## src/design/wwbf_pkg.sv

```systemverilog
package wwbf_pkg;

    localparam int CP_BITS         = 21;
    localparam int BYTES_BITS      = 3;
    localparam int ADV_BITS        = 16;
    localparam int LIMIT_BITS      = 24;
    localparam int DEF_OFFSET_BITS = 16;
    localparam int DEF_WIDTH_BITS  = 24;

    localparam logic [LIMIT_BITS-1:0] LIMIT_RESET = {LIMIT_BITS{1'b1}};

    localparam logic [CP_BITS-1:0] CH_TAB       = 21'h000009;
    localparam logic [CP_BITS-1:0] CH_NL        = 21'h00000A;
    localparam logic [CP_BITS-1:0] CH_CR        = 21'h00000D;
    localparam logic [CP_BITS-1:0] CH_SPACE     = 21'h000020;
    localparam logic [CP_BITS-1:0] CH_BANG      = 21'h000021;
    localparam logic [CP_BITS-1:0] CH_COMMA     = 21'h00002C;
    localparam logic [CP_BITS-1:0] CH_HYPHEN    = 21'h00002D;
    localparam logic [CP_BITS-1:0] CH_DOT       = 21'h00002E;
    localparam logic [CP_BITS-1:0] CH_ZERO      = 21'h000030;
    localparam logic [CP_BITS-1:0] CH_NINE      = 21'h000039;
    localparam logic [CP_BITS-1:0] CH_COLON     = 21'h00003A;
    localparam logic [CP_BITS-1:0] CH_SEMI      = 21'h00003B;
    localparam logic [CP_BITS-1:0] CH_QUESTION  = 21'h00003F;
    localparam logic [CP_BITS-1:0] CH_ZW_SPACE  = 21'h00200B;
    localparam logic [CP_BITS-1:0] CH_IDEO_SPACE = 21'h003000;

    function automatic logic is_digit(input logic [CP_BITS-1:0] c);
        return (c >= CH_ZERO) && (c <= CH_NINE);
    endfunction

    function automatic logic is_blank(input logic [CP_BITS-1:0] c);
        return (c == CH_SPACE) || (c == CH_TAB) || (c == CH_IDEO_SPACE) || (c == CH_ZW_SPACE);
    endfunction

    function automatic logic is_excl(input logic [CP_BITS-1:0] c);
        return (c == CH_BANG) || (c == CH_QUESTION);
    endfunction

    // Line break opportunity after c, given the following code point.
    function automatic logic break_after(
        input logic [CP_BITS-1:0] c,
        input logic [CP_BITS-1:0] nc,
        input logic               after_digit
    );
        logic brk;
        brk = 1'b0;
        if (is_blank(c)) begin
            brk = !(is_excl(nc) || (nc == CH_COLON) || (nc == CH_SEMI));
        end else if ((c == CH_COMMA) || (c == CH_SEMI) || (c == CH_HYPHEN)) begin
            brk = 1'b1;
        end else if (c == CH_DOT) begin
            // hold decimal numbers and ellipses together
            brk = !(after_digit && is_digit(nc)) && (nc != CH_DOT);
        end else if (is_excl(c)) begin
            brk = !is_excl(nc);
        end
        return brk;
    endfunction

endpackage

```

## src/design/word_wrap_break_finder.sv

```systemverilog
// Greedy word-wrap break finder.
//
// Input channel (s_valid/s_ready): one decoded character per request, with
// its code point, UTF-8 byte count, glyph advance and the following code
// point. s_first_char opens a new text, s_last_char closes it.
// Result channel (m_valid/m_ready): at most one result per text, giving the
// byte offset where the next line begins, with m_forced when no break point
// existed and m_reached_end when the whole text fits.
// Config channel (cfg_valid/cfg_ready): writes wrap_limit; always ready.
// wrap_limit is to be written only while the block is idle; the block does not enforce this.
//
// Throughput is one character per cycle unless the result channel stalls.
// A request is captured in an input register and checked there against the
// line state, and its result is written into the output register.
// When the receiver stalls, the result holds in the output register and one
// more request waits in the input register before s_ready drops.
// Reset clears the line state, empties both registers and sets wrap_limit
// to its maximum.
module word_wrap_break_finder #(
    parameter int OFFSET_BITS = wwbf_pkg::DEF_OFFSET_BITS,
    parameter int WIDTH_BITS  = wwbf_pkg::DEF_WIDTH_BITS
) (
    input  logic                              aclk,
    input  logic                              aresetn,

    input  logic                              cfg_valid,
    output logic                              cfg_ready,
    input  logic [wwbf_pkg::LIMIT_BITS-1:0]   cfg_wrap_limit,

    input  logic                              s_valid,
    output logic                              s_ready,
    input  logic                              s_first_char,
    input  logic [wwbf_pkg::CP_BITS-1:0]      s_code_point,
    input  logic [wwbf_pkg::BYTES_BITS-1:0]   s_char_bytes,
    input  logic [wwbf_pkg::ADV_BITS-1:0]     s_glyph_advance,
    input  logic [wwbf_pkg::CP_BITS-1:0]      s_next_code,
    input  logic                              s_last_char,

    output logic                              m_valid,
    input  logic                              m_ready,
    output logic [OFFSET_BITS-1:0]            m_break_offset,
    output logic                              m_forced,
    output logic                              m_reached_end
);
    import wwbf_pkg::*;

    localparam int CMP_BITS = (WIDTH_BITS > LIMIT_BITS) ? WIDTH_BITS : LIMIT_BITS;

    // configuration
    logic [LIMIT_BITS-1:0]  wrap_limit_reg;

    // input register
    logic                   in_valid_reg;
    logic                   in_first_reg;
    logic [CP_BITS-1:0]     in_code_reg;
    logic [BYTES_BITS-1:0]  in_bytes_reg;
    logic [ADV_BITS-1:0]    in_adv_reg;
    logic [CP_BITS-1:0]     in_next_reg;
    logic                   in_last_reg;

    // line state
    logic [WIDTH_BITS-1:0]  line_width_reg, line_width_next;
    logic [WIDTH_BITS-1:0]  word_width_reg, word_width_next;
    logic                   break_valid_reg, break_valid_next;
    logic [OFFSET_BITS-1:0] break_pos_reg, break_pos_next;
    logic [OFFSET_BITS-1:0] byte_pos_reg, byte_pos_next;
    logic                   after_digit_reg, after_digit_next;
    logic                   finished_reg, finished_next;

    // result register
    logic                   out_valid_reg, out_valid_next;
    logic [OFFSET_BITS-1:0] out_offset_reg, out_offset_next;
    logic                   out_forced_reg, out_forced_next;
    logic                   out_end_reg, out_end_next;

    logic                   out_free;
    logic                   fire;
    logic                   emit;

    // state as seen by this character, after an optional text restart
    logic [WIDTH_BITS-1:0]  cur_line;
    logic [WIDTH_BITS-1:0]  cur_word;
    logic                   cur_bvalid;
    logic [OFFSET_BITS-1:0] cur_bpos;
    logic [OFFSET_BITS-1:0] cur_byte;
    logic                   cur_after_digit;
    logic                   cur_finished;

    logic [BYTES_BITS-1:0]  nbytes;
    logic [OFFSET_BITS-1:0] next_pos;
    logic [WIDTH_BITS:0]    word_sum;
    logic [WIDTH_BITS-1:0]  word_new;
    logic [WIDTH_BITS:0]    line_sum;
    logic [WIDTH_BITS-1:0]  line_new;
    logic                   overflow;
    logic                   can_break;

    assign out_free  = !out_valid_reg || m_ready;
    assign fire      = in_valid_reg && out_free;
    assign s_ready   = !in_valid_reg || fire;
    assign cfg_ready = 1'b1;

    assign m_valid        = out_valid_reg;
    assign m_break_offset = out_offset_reg;
    assign m_forced       = out_forced_reg;
    assign m_reached_end  = out_end_reg;

    always_comb begin
        cur_line        = in_first_reg ? '0   : line_width_reg;
        cur_word        = in_first_reg ? '0   : word_width_reg;
        cur_bvalid      = in_first_reg ? 1'b0 : break_valid_reg;
        cur_bpos        = in_first_reg ? '0   : break_pos_reg;
        cur_byte        = in_first_reg ? '0   : byte_pos_reg;
        cur_after_digit = in_first_reg ? 1'b0 : after_digit_reg;
        cur_finished    = in_first_reg ? 1'b0 : finished_reg;

        nbytes   = (in_bytes_reg == '0) ? BYTES_BITS'(1) : in_bytes_reg;
        next_pos = cur_byte + OFFSET_BITS'(nbytes);

        // saturating sums of word plus advance, then line plus word
        word_sum = {1'b0, cur_word} + {1'b0, WIDTH_BITS'(in_adv_reg)};
        word_new = word_sum[WIDTH_BITS] ? {WIDTH_BITS{1'b1}} : word_sum[WIDTH_BITS-1:0];
        line_sum = {1'b0, cur_line} + {1'b0, word_new};
        line_new = line_sum[WIDTH_BITS] ? {WIDTH_BITS{1'b1}} : line_sum[WIDTH_BITS-1:0];
        overflow = CMP_BITS'(line_new) > CMP_BITS'(wrap_limit_reg);

        can_break = break_after(in_code_reg, in_next_reg, cur_after_digit);
    end

    always_comb begin
        line_width_next  = line_width_reg;
        word_width_next  = word_width_reg;
        break_valid_next = break_valid_reg;
        break_pos_next   = break_pos_reg;
        byte_pos_next    = byte_pos_reg;
        after_digit_next = after_digit_reg;
        finished_next    = finished_reg;
        emit             = 1'b0;
        out_offset_next  = out_offset_reg;
        out_forced_next  = out_forced_reg;
        out_end_next     = out_end_reg;

        if (fire) begin
            line_width_next  = cur_line;
            word_width_next  = cur_word;
            break_valid_next = cur_bvalid;
            break_pos_next   = cur_bpos;
            byte_pos_next    = cur_byte;
            after_digit_next = cur_after_digit;
            finished_next    = cur_finished;

            if (!cur_finished) begin
                if ((in_code_reg != CH_NL) && (in_code_reg != CH_CR) && overflow) begin
                    // line is full: report last break point or force one
                    word_width_next = word_new;
                    finished_next   = 1'b1;
                    emit            = 1'b1;
                    out_end_next    = 1'b0;
                    if (cur_bvalid) begin
                        out_offset_next = cur_bpos;
                        out_forced_next = 1'b0;
                    end else begin
                        out_offset_next = (cur_byte == '0) ? next_pos : cur_byte;
                        out_forced_next = 1'b1;
                    end
                end else begin
                    if (in_code_reg == CH_NL) begin
                        line_width_next  = '0;
                        word_width_next  = '0;
                        break_valid_next = 1'b1;
                        break_pos_next   = next_pos;
                    end else if (in_code_reg != CH_CR) begin
                        if (can_break) begin
                            line_width_next  = line_new;
                            word_width_next  = '0;
                            break_valid_next = 1'b1;
                            break_pos_next   = next_pos;
                        end else begin
                            word_width_next  = word_new;
                        end
                    end
                    after_digit_next = is_digit(in_code_reg);
                    byte_pos_next    = next_pos;
                    if (in_last_reg) begin
                        finished_next   = 1'b1;
                        emit            = 1'b1;
                        out_offset_next = next_pos;
                        out_forced_next = 1'b0;
                        out_end_next    = 1'b1;
                    end
                end
            end
        end

        if (emit) begin
            out_valid_next = 1'b1;
        end else if (m_ready) begin
            out_valid_next = 1'b0;
        end else begin
            out_valid_next = out_valid_reg;
        end
    end

    always_ff @(posedge aclk) begin
        if (!aresetn) begin
            wrap_limit_reg  <= LIMIT_RESET;
            in_valid_reg    <= 1'b0;
            line_width_reg  <= '0;
            word_width_reg  <= '0;
            break_valid_reg <= 1'b0;
            break_pos_reg   <= '0;
            byte_pos_reg    <= '0;
            after_digit_reg <= 1'b0;
            finished_reg    <= 1'b0;
            out_valid_reg   <= 1'b0;
        end else begin
            if (cfg_valid && cfg_ready) begin
                wrap_limit_reg <= cfg_wrap_limit;
            end
            if (s_ready) begin
                in_valid_reg <= s_valid;
            end
            line_width_reg  <= line_width_next;
            word_width_reg  <= word_width_next;
            break_valid_reg <= break_valid_next;
            break_pos_reg   <= break_pos_next;
            byte_pos_reg    <= byte_pos_next;
            after_digit_reg <= after_digit_next;
            finished_reg    <= finished_next;
            out_valid_reg   <= out_valid_next;
        end
    end

    // payload registers
    always_ff @(posedge aclk) begin
        if (s_valid && s_ready) begin
            in_first_reg <= s_first_char;
            in_code_reg  <= s_code_point;
            in_bytes_reg <= s_char_bytes;
            in_adv_reg   <= s_glyph_advance;
            in_next_reg  <= s_next_code;
            in_last_reg  <= s_last_char;
        end
        out_offset_reg <= out_offset_next;
        out_forced_reg <= out_forced_next;
        out_end_reg    <= out_end_next;
    end

    a_forced_not_end: assert property (@(posedge aclk) disable iff (!aresetn)
        m_valid |-> !(m_forced && m_reached_end))
        else $error("result flags both forced and end of text");

    a_emit_finishes: assert property (@(posedge aclk) disable iff (!aresetn)
        emit |=> finished_reg)
        else $error("text not marked finished after its result");

    a_stall_holds_input: assert property (@(posedge aclk) disable iff (!aresetn)
        (in_valid_reg && !out_free) |=> (in_valid_reg && $stable(in_code_reg)))
        else $error("pending request lost while result channel stalled");

    a_finished_silent: assert property (@(posedge aclk) disable iff (!aresetn)
        (fire && finished_reg && !in_first_reg) |-> !emit)
        else $error("result given for a text already finished");

endmodule
```

## config.mk

```make
export PLATFORM = sky130hd
export DESIGN_NAME = word_wrap_break_finder
export DESIGN_NICKNAME = d
export VERILOG_FILES = /design/src/design/wwbf_pkg.sv /design/src/design/word_wrap_break_finder.sv
export SDC_FILE = /design/constraint.sdc
export NUM_CORES = 1
export LEC_CHECK = 0
export BUFFER_PORTS_ARGS = -buffer_cell sky130_fd_sc_hd__clkbuf_2
export CAP_MARGIN = 15
export CORE_ASPECT_RATIO = 0.5
export CORE_MARGIN = 3
export CORE_UTILIZATION = 35
export CTS_CLUSTER_DIAMETER = 200
export DETAILED_ROUTE_END_ITERATION = 8
export PLACE_DENSITY = 0.5
export SYNTH_ARGS = -nofsm -noshare
export SYNTH_HDL_FRONTEND = slang
export SYNTH_SLANG_ARGS = --single-unit
```

## constraint.sdc

```tcl
create_clock -name aclk -period 12.35 [get_ports aclk]
set_input_delay 1.235 -clock aclk [delete_from_list [all_inputs] [get_ports aclk]]
set_output_delay 1.235 -clock aclk [all_outputs]
set_load 0.01 [all_outputs]
```

==> results.cfg <==
[clock_network]
post_cts_buffers = 0
clkTransAtPathRegs_ns = 0.07
clockBufferDepth = 2
clk_latency_ns = 0.46
clock-root-buffer = clkbuf_16
cts.sinks = 190
cts_inserted_buffers = 17
cts_tree = yes
cts_resized = 0
cts_hold_buffers = 0
cts_max_level = 4

[place]
gp_congestion = 0.8970
dpl_cell_area_sq_mm = 0.01224
place.detailed.hpwl_mm = 23.86
io_buffers = 111
post-place-ws_ns = 3.097
dpl.cell_count = 1744

[worst_setup_path]
cp_slowest_cell = a2111oi_0
crit_fanout = 28
crit_path_end = word_width_reg[23]
end_kind = flip-flop
startpoint = in_first_reg
rr_worst_depth = 34
crit_required_ns = 12.74
max_stage_delay_ns = 0.79
crit_type = flip-flop to flip-flop
crit_arrival_ns = 9.76
cpMostUsedCell = ha_1
r2r-end = word_width_reg[23]
startpoint_type = flip-flop
r2r_start = in_first_reg
rrSetupSlack_ns = 2.98

[floorplanning]
initial_core_util_pct = 36.39
coreArea_sq_mm = 0.03108
fp.dieArea_sq_mm = 0.03464
die_h_microns = 133.1
pin_count = 113
rows = 45
die_width_microns = 260.2

[yosys]
synth_seq_cells = 190
ys_types = 79
syn_avg_cell_area_sq_um = 8.933
async_reset_ff_share_pct = 0
synth-seq-area-share_pct = 40.80
syn-cell-area_sq_mm = 0.01131
syn_inst = 1266
synth_edf_count = 81
synth_nets = 1422
synth-main-ff-cell = dfxtp_1
yosys_warnings = 0

[power_and_ir_drop]
leakage_nw = 5.280
p_sw_share_pct = 27.49
switchingPower_mw = 0.3985
max-vdd-ir-drop_v = 0.0001011
power_density_mw_per_mm2 = 112.8
p_seq_share_pct = 48.0
power_frac_comb_pct = 12.3
p_int_mw = 1.051
clockPowerShare_pct = 39.7
p_total_mw = 1.450

[final_layout]
design_area_sq_mm = 0.01285
area_growth_pct = 13.65
fin_util_pct = 41.36
layout.nets = 1497
fillCellCount = 3052
diodes = 0
drive_above_1_share_pct = 15.36
fin_cells = 1777

[drt]
vias = 9683
routed_wl_mm = 32.74
dr.first_iter.drc_count = 762
first_pass_iters = 6
antenna_left = 0
avgViaCountPerCell = 5.449
drc = 0
wire_per_inst_microns = 18.43

[global_routing]
grt_pass1_vias = 9303
grtUsageTotal_pct = 18.95
grt_overflow_total = 0
grt_max_degree = 70
grt_pass1_wl_mm = 51.79
grt_antenna_before_repair = 0

[sta]
hold_slack_ns = 0.4512
setup_slack_ns = 2.976
rsz0062_at_grt = no
finalCriticalPeriod_ns = 9.374
slew_headroom_pct = 32.83
fin_skew_ns = 0.01507
finalSetupViolCount = 0
fin_tns_setup_ns = 0
hold_violations = 0
fin_crit_sh_pct = 75.90
fmax_mhz = 106.7
tightest_slew_ns = 0.9821
slew_violations = 0

[hold_path]
hp-class = flip-flop to flip-flop

[flow_run]
maxCapViolCount = 0

[outcome]
status = completed
## per-layer routing
metal	share of wire (%)	global-route usage (%)	wire length (microns)	vias to the layer above
met4	1.1	4.574	347	0
met2	42	27.22	13680	244
met3	5.2	3.609	1698	24
met1	52	28.98	17020	4646
met5	0	0	0	-
li1	-	-	-	4769
## cell type report
type / instances / area [sq um] / share of cell area [%]
Clock buffer: 18 / 429.2 / 3.339
Clock inverter: 14 / 173.9 / 1.353
Inverter: 51 / 191.4 / 1.489
Multi-Input combinational cell: 952 / 6217 / 48.37
Sequential cell: 190 / 4614 / 35.90
Tap cell: 423 / 529.3 / 4.118
Timing Repair Buffer: 129 / 698.2 / 5.432
## cells by family (layout without fill, tap and decap cells)
group,Yosys count,after routing,synth area share [%]
and+or+nand+nor,457,457,20.64
AOI/OAI and AO/OA,359,359,21.22
DFF,190,190,40.80
buffers and inverters,124,212,4.348
adders and majority gates,64,64,7.213
xor gates and xnor gates,53,53,4.104
muxes,18,18,1.637
other,1,1,0.03316
## synthesized netlist by cell type (all sizes together), types with 5 or more instances
cell,count,area (sq um)
nand3,20,105.1
o21bai,7,52.55
or3,7,43.79
clkbuf,53,198.9
o211ai,34,260.3
mux2i,14,140.1
o2bb2ai,7,61.31
edfxtp,81,2432
buf,20,101.4
xor2,21,183.9
xnor2,32,280.3
o21ai,65,332.8
nand4,17,106.4
a21o,23,172.7
and3,12,75.07
dfxtp,109,2182
o31ai,10,75.07
a22oi,35,312.8
inv,51,191.4
nor2,94,377.9
nand2b,22,137.6
nand2,141,529.3
a32o,5,50.05
a21oi,98,505.5
o21a,8,60.06
a31oi,11,68.82
a211oi,15,112.6
and2,6,37.54
nor4,15,145.1
nor3,43,220.2
ha,62,775.7
nor2b,54,337.8
o22ai,11,68.82
## worst max-delay path, delay by kind of cell (launching register included)
family          cells  cell delay [ns]
compound gates     19             4.97
simple gates        7             2.01
fa+ha+maj           5             1.39
buf+inv             3             0.54
flops               1             0.36
## power groups by stage
stage | Clock (mW) | Sequential, mW | Combinational (mW)
finish | 0.576 | 0.695 | 0.178
global route | 0.615 | 0.698 | 0.199
CTS | 0.593 | 0.695 | 0.177
detailed placement | 0 | 0.710 | 0.177
global placement | 0 | 0.709 | 0.174
floorplan | 0 | 0.705 | 0.120
## how the worst min path moves through the flow
| stage | start | end | cells past startpoint | slack [ns] |
|---|---|---|---|---|
| floorplan | word_width_reg[0] | word_width_reg[0] | 2 | 0.43 |
| global placement | word_width_reg[15] | word_width_reg[15] | 2 | 0.44 |
| detailed placement | word_width_reg[0] | word_width_reg[0] | 2 | 0.44 |
| CTS | word_width_reg[0] | word_width_reg[0] | 2 | 0.45 |
| global route | word_width_reg[15] | word_width_reg[15] | 2 | 0.48 |
| finish | word_width_reg[0] | word_width_reg[0] | 2 | 0.45 |
## cell usage in the layout, fill, tap and decap left out, types with 8 or more instances in the layout
cell type  count
o211ai_1      33
o21a_1         8
xnor2_1       32
inv_1         50
nor2b_1       54
a211oi_1      14
nand4_1       17
o21ai_0       59
buf_4         16
o22ai_1       11
nand2b_1      22
ha_1          62
a22oi_2       10
nor2_1        84
nand3_1       19
o31ai_1       10
a22oi_1       25
mux2i_1       14
nand2_1      141
dfxtp_1      109
and3_1        12
a21o_1        23
nor3_1        42
clkbuf_16     17
xor2_1        21
clkbuf_2     111
nor4_1        11
nor2_2        10
a31oi_1       11
edfxtp_1      81
a21oi_1       96
Power figures use the tool's default switching activity.
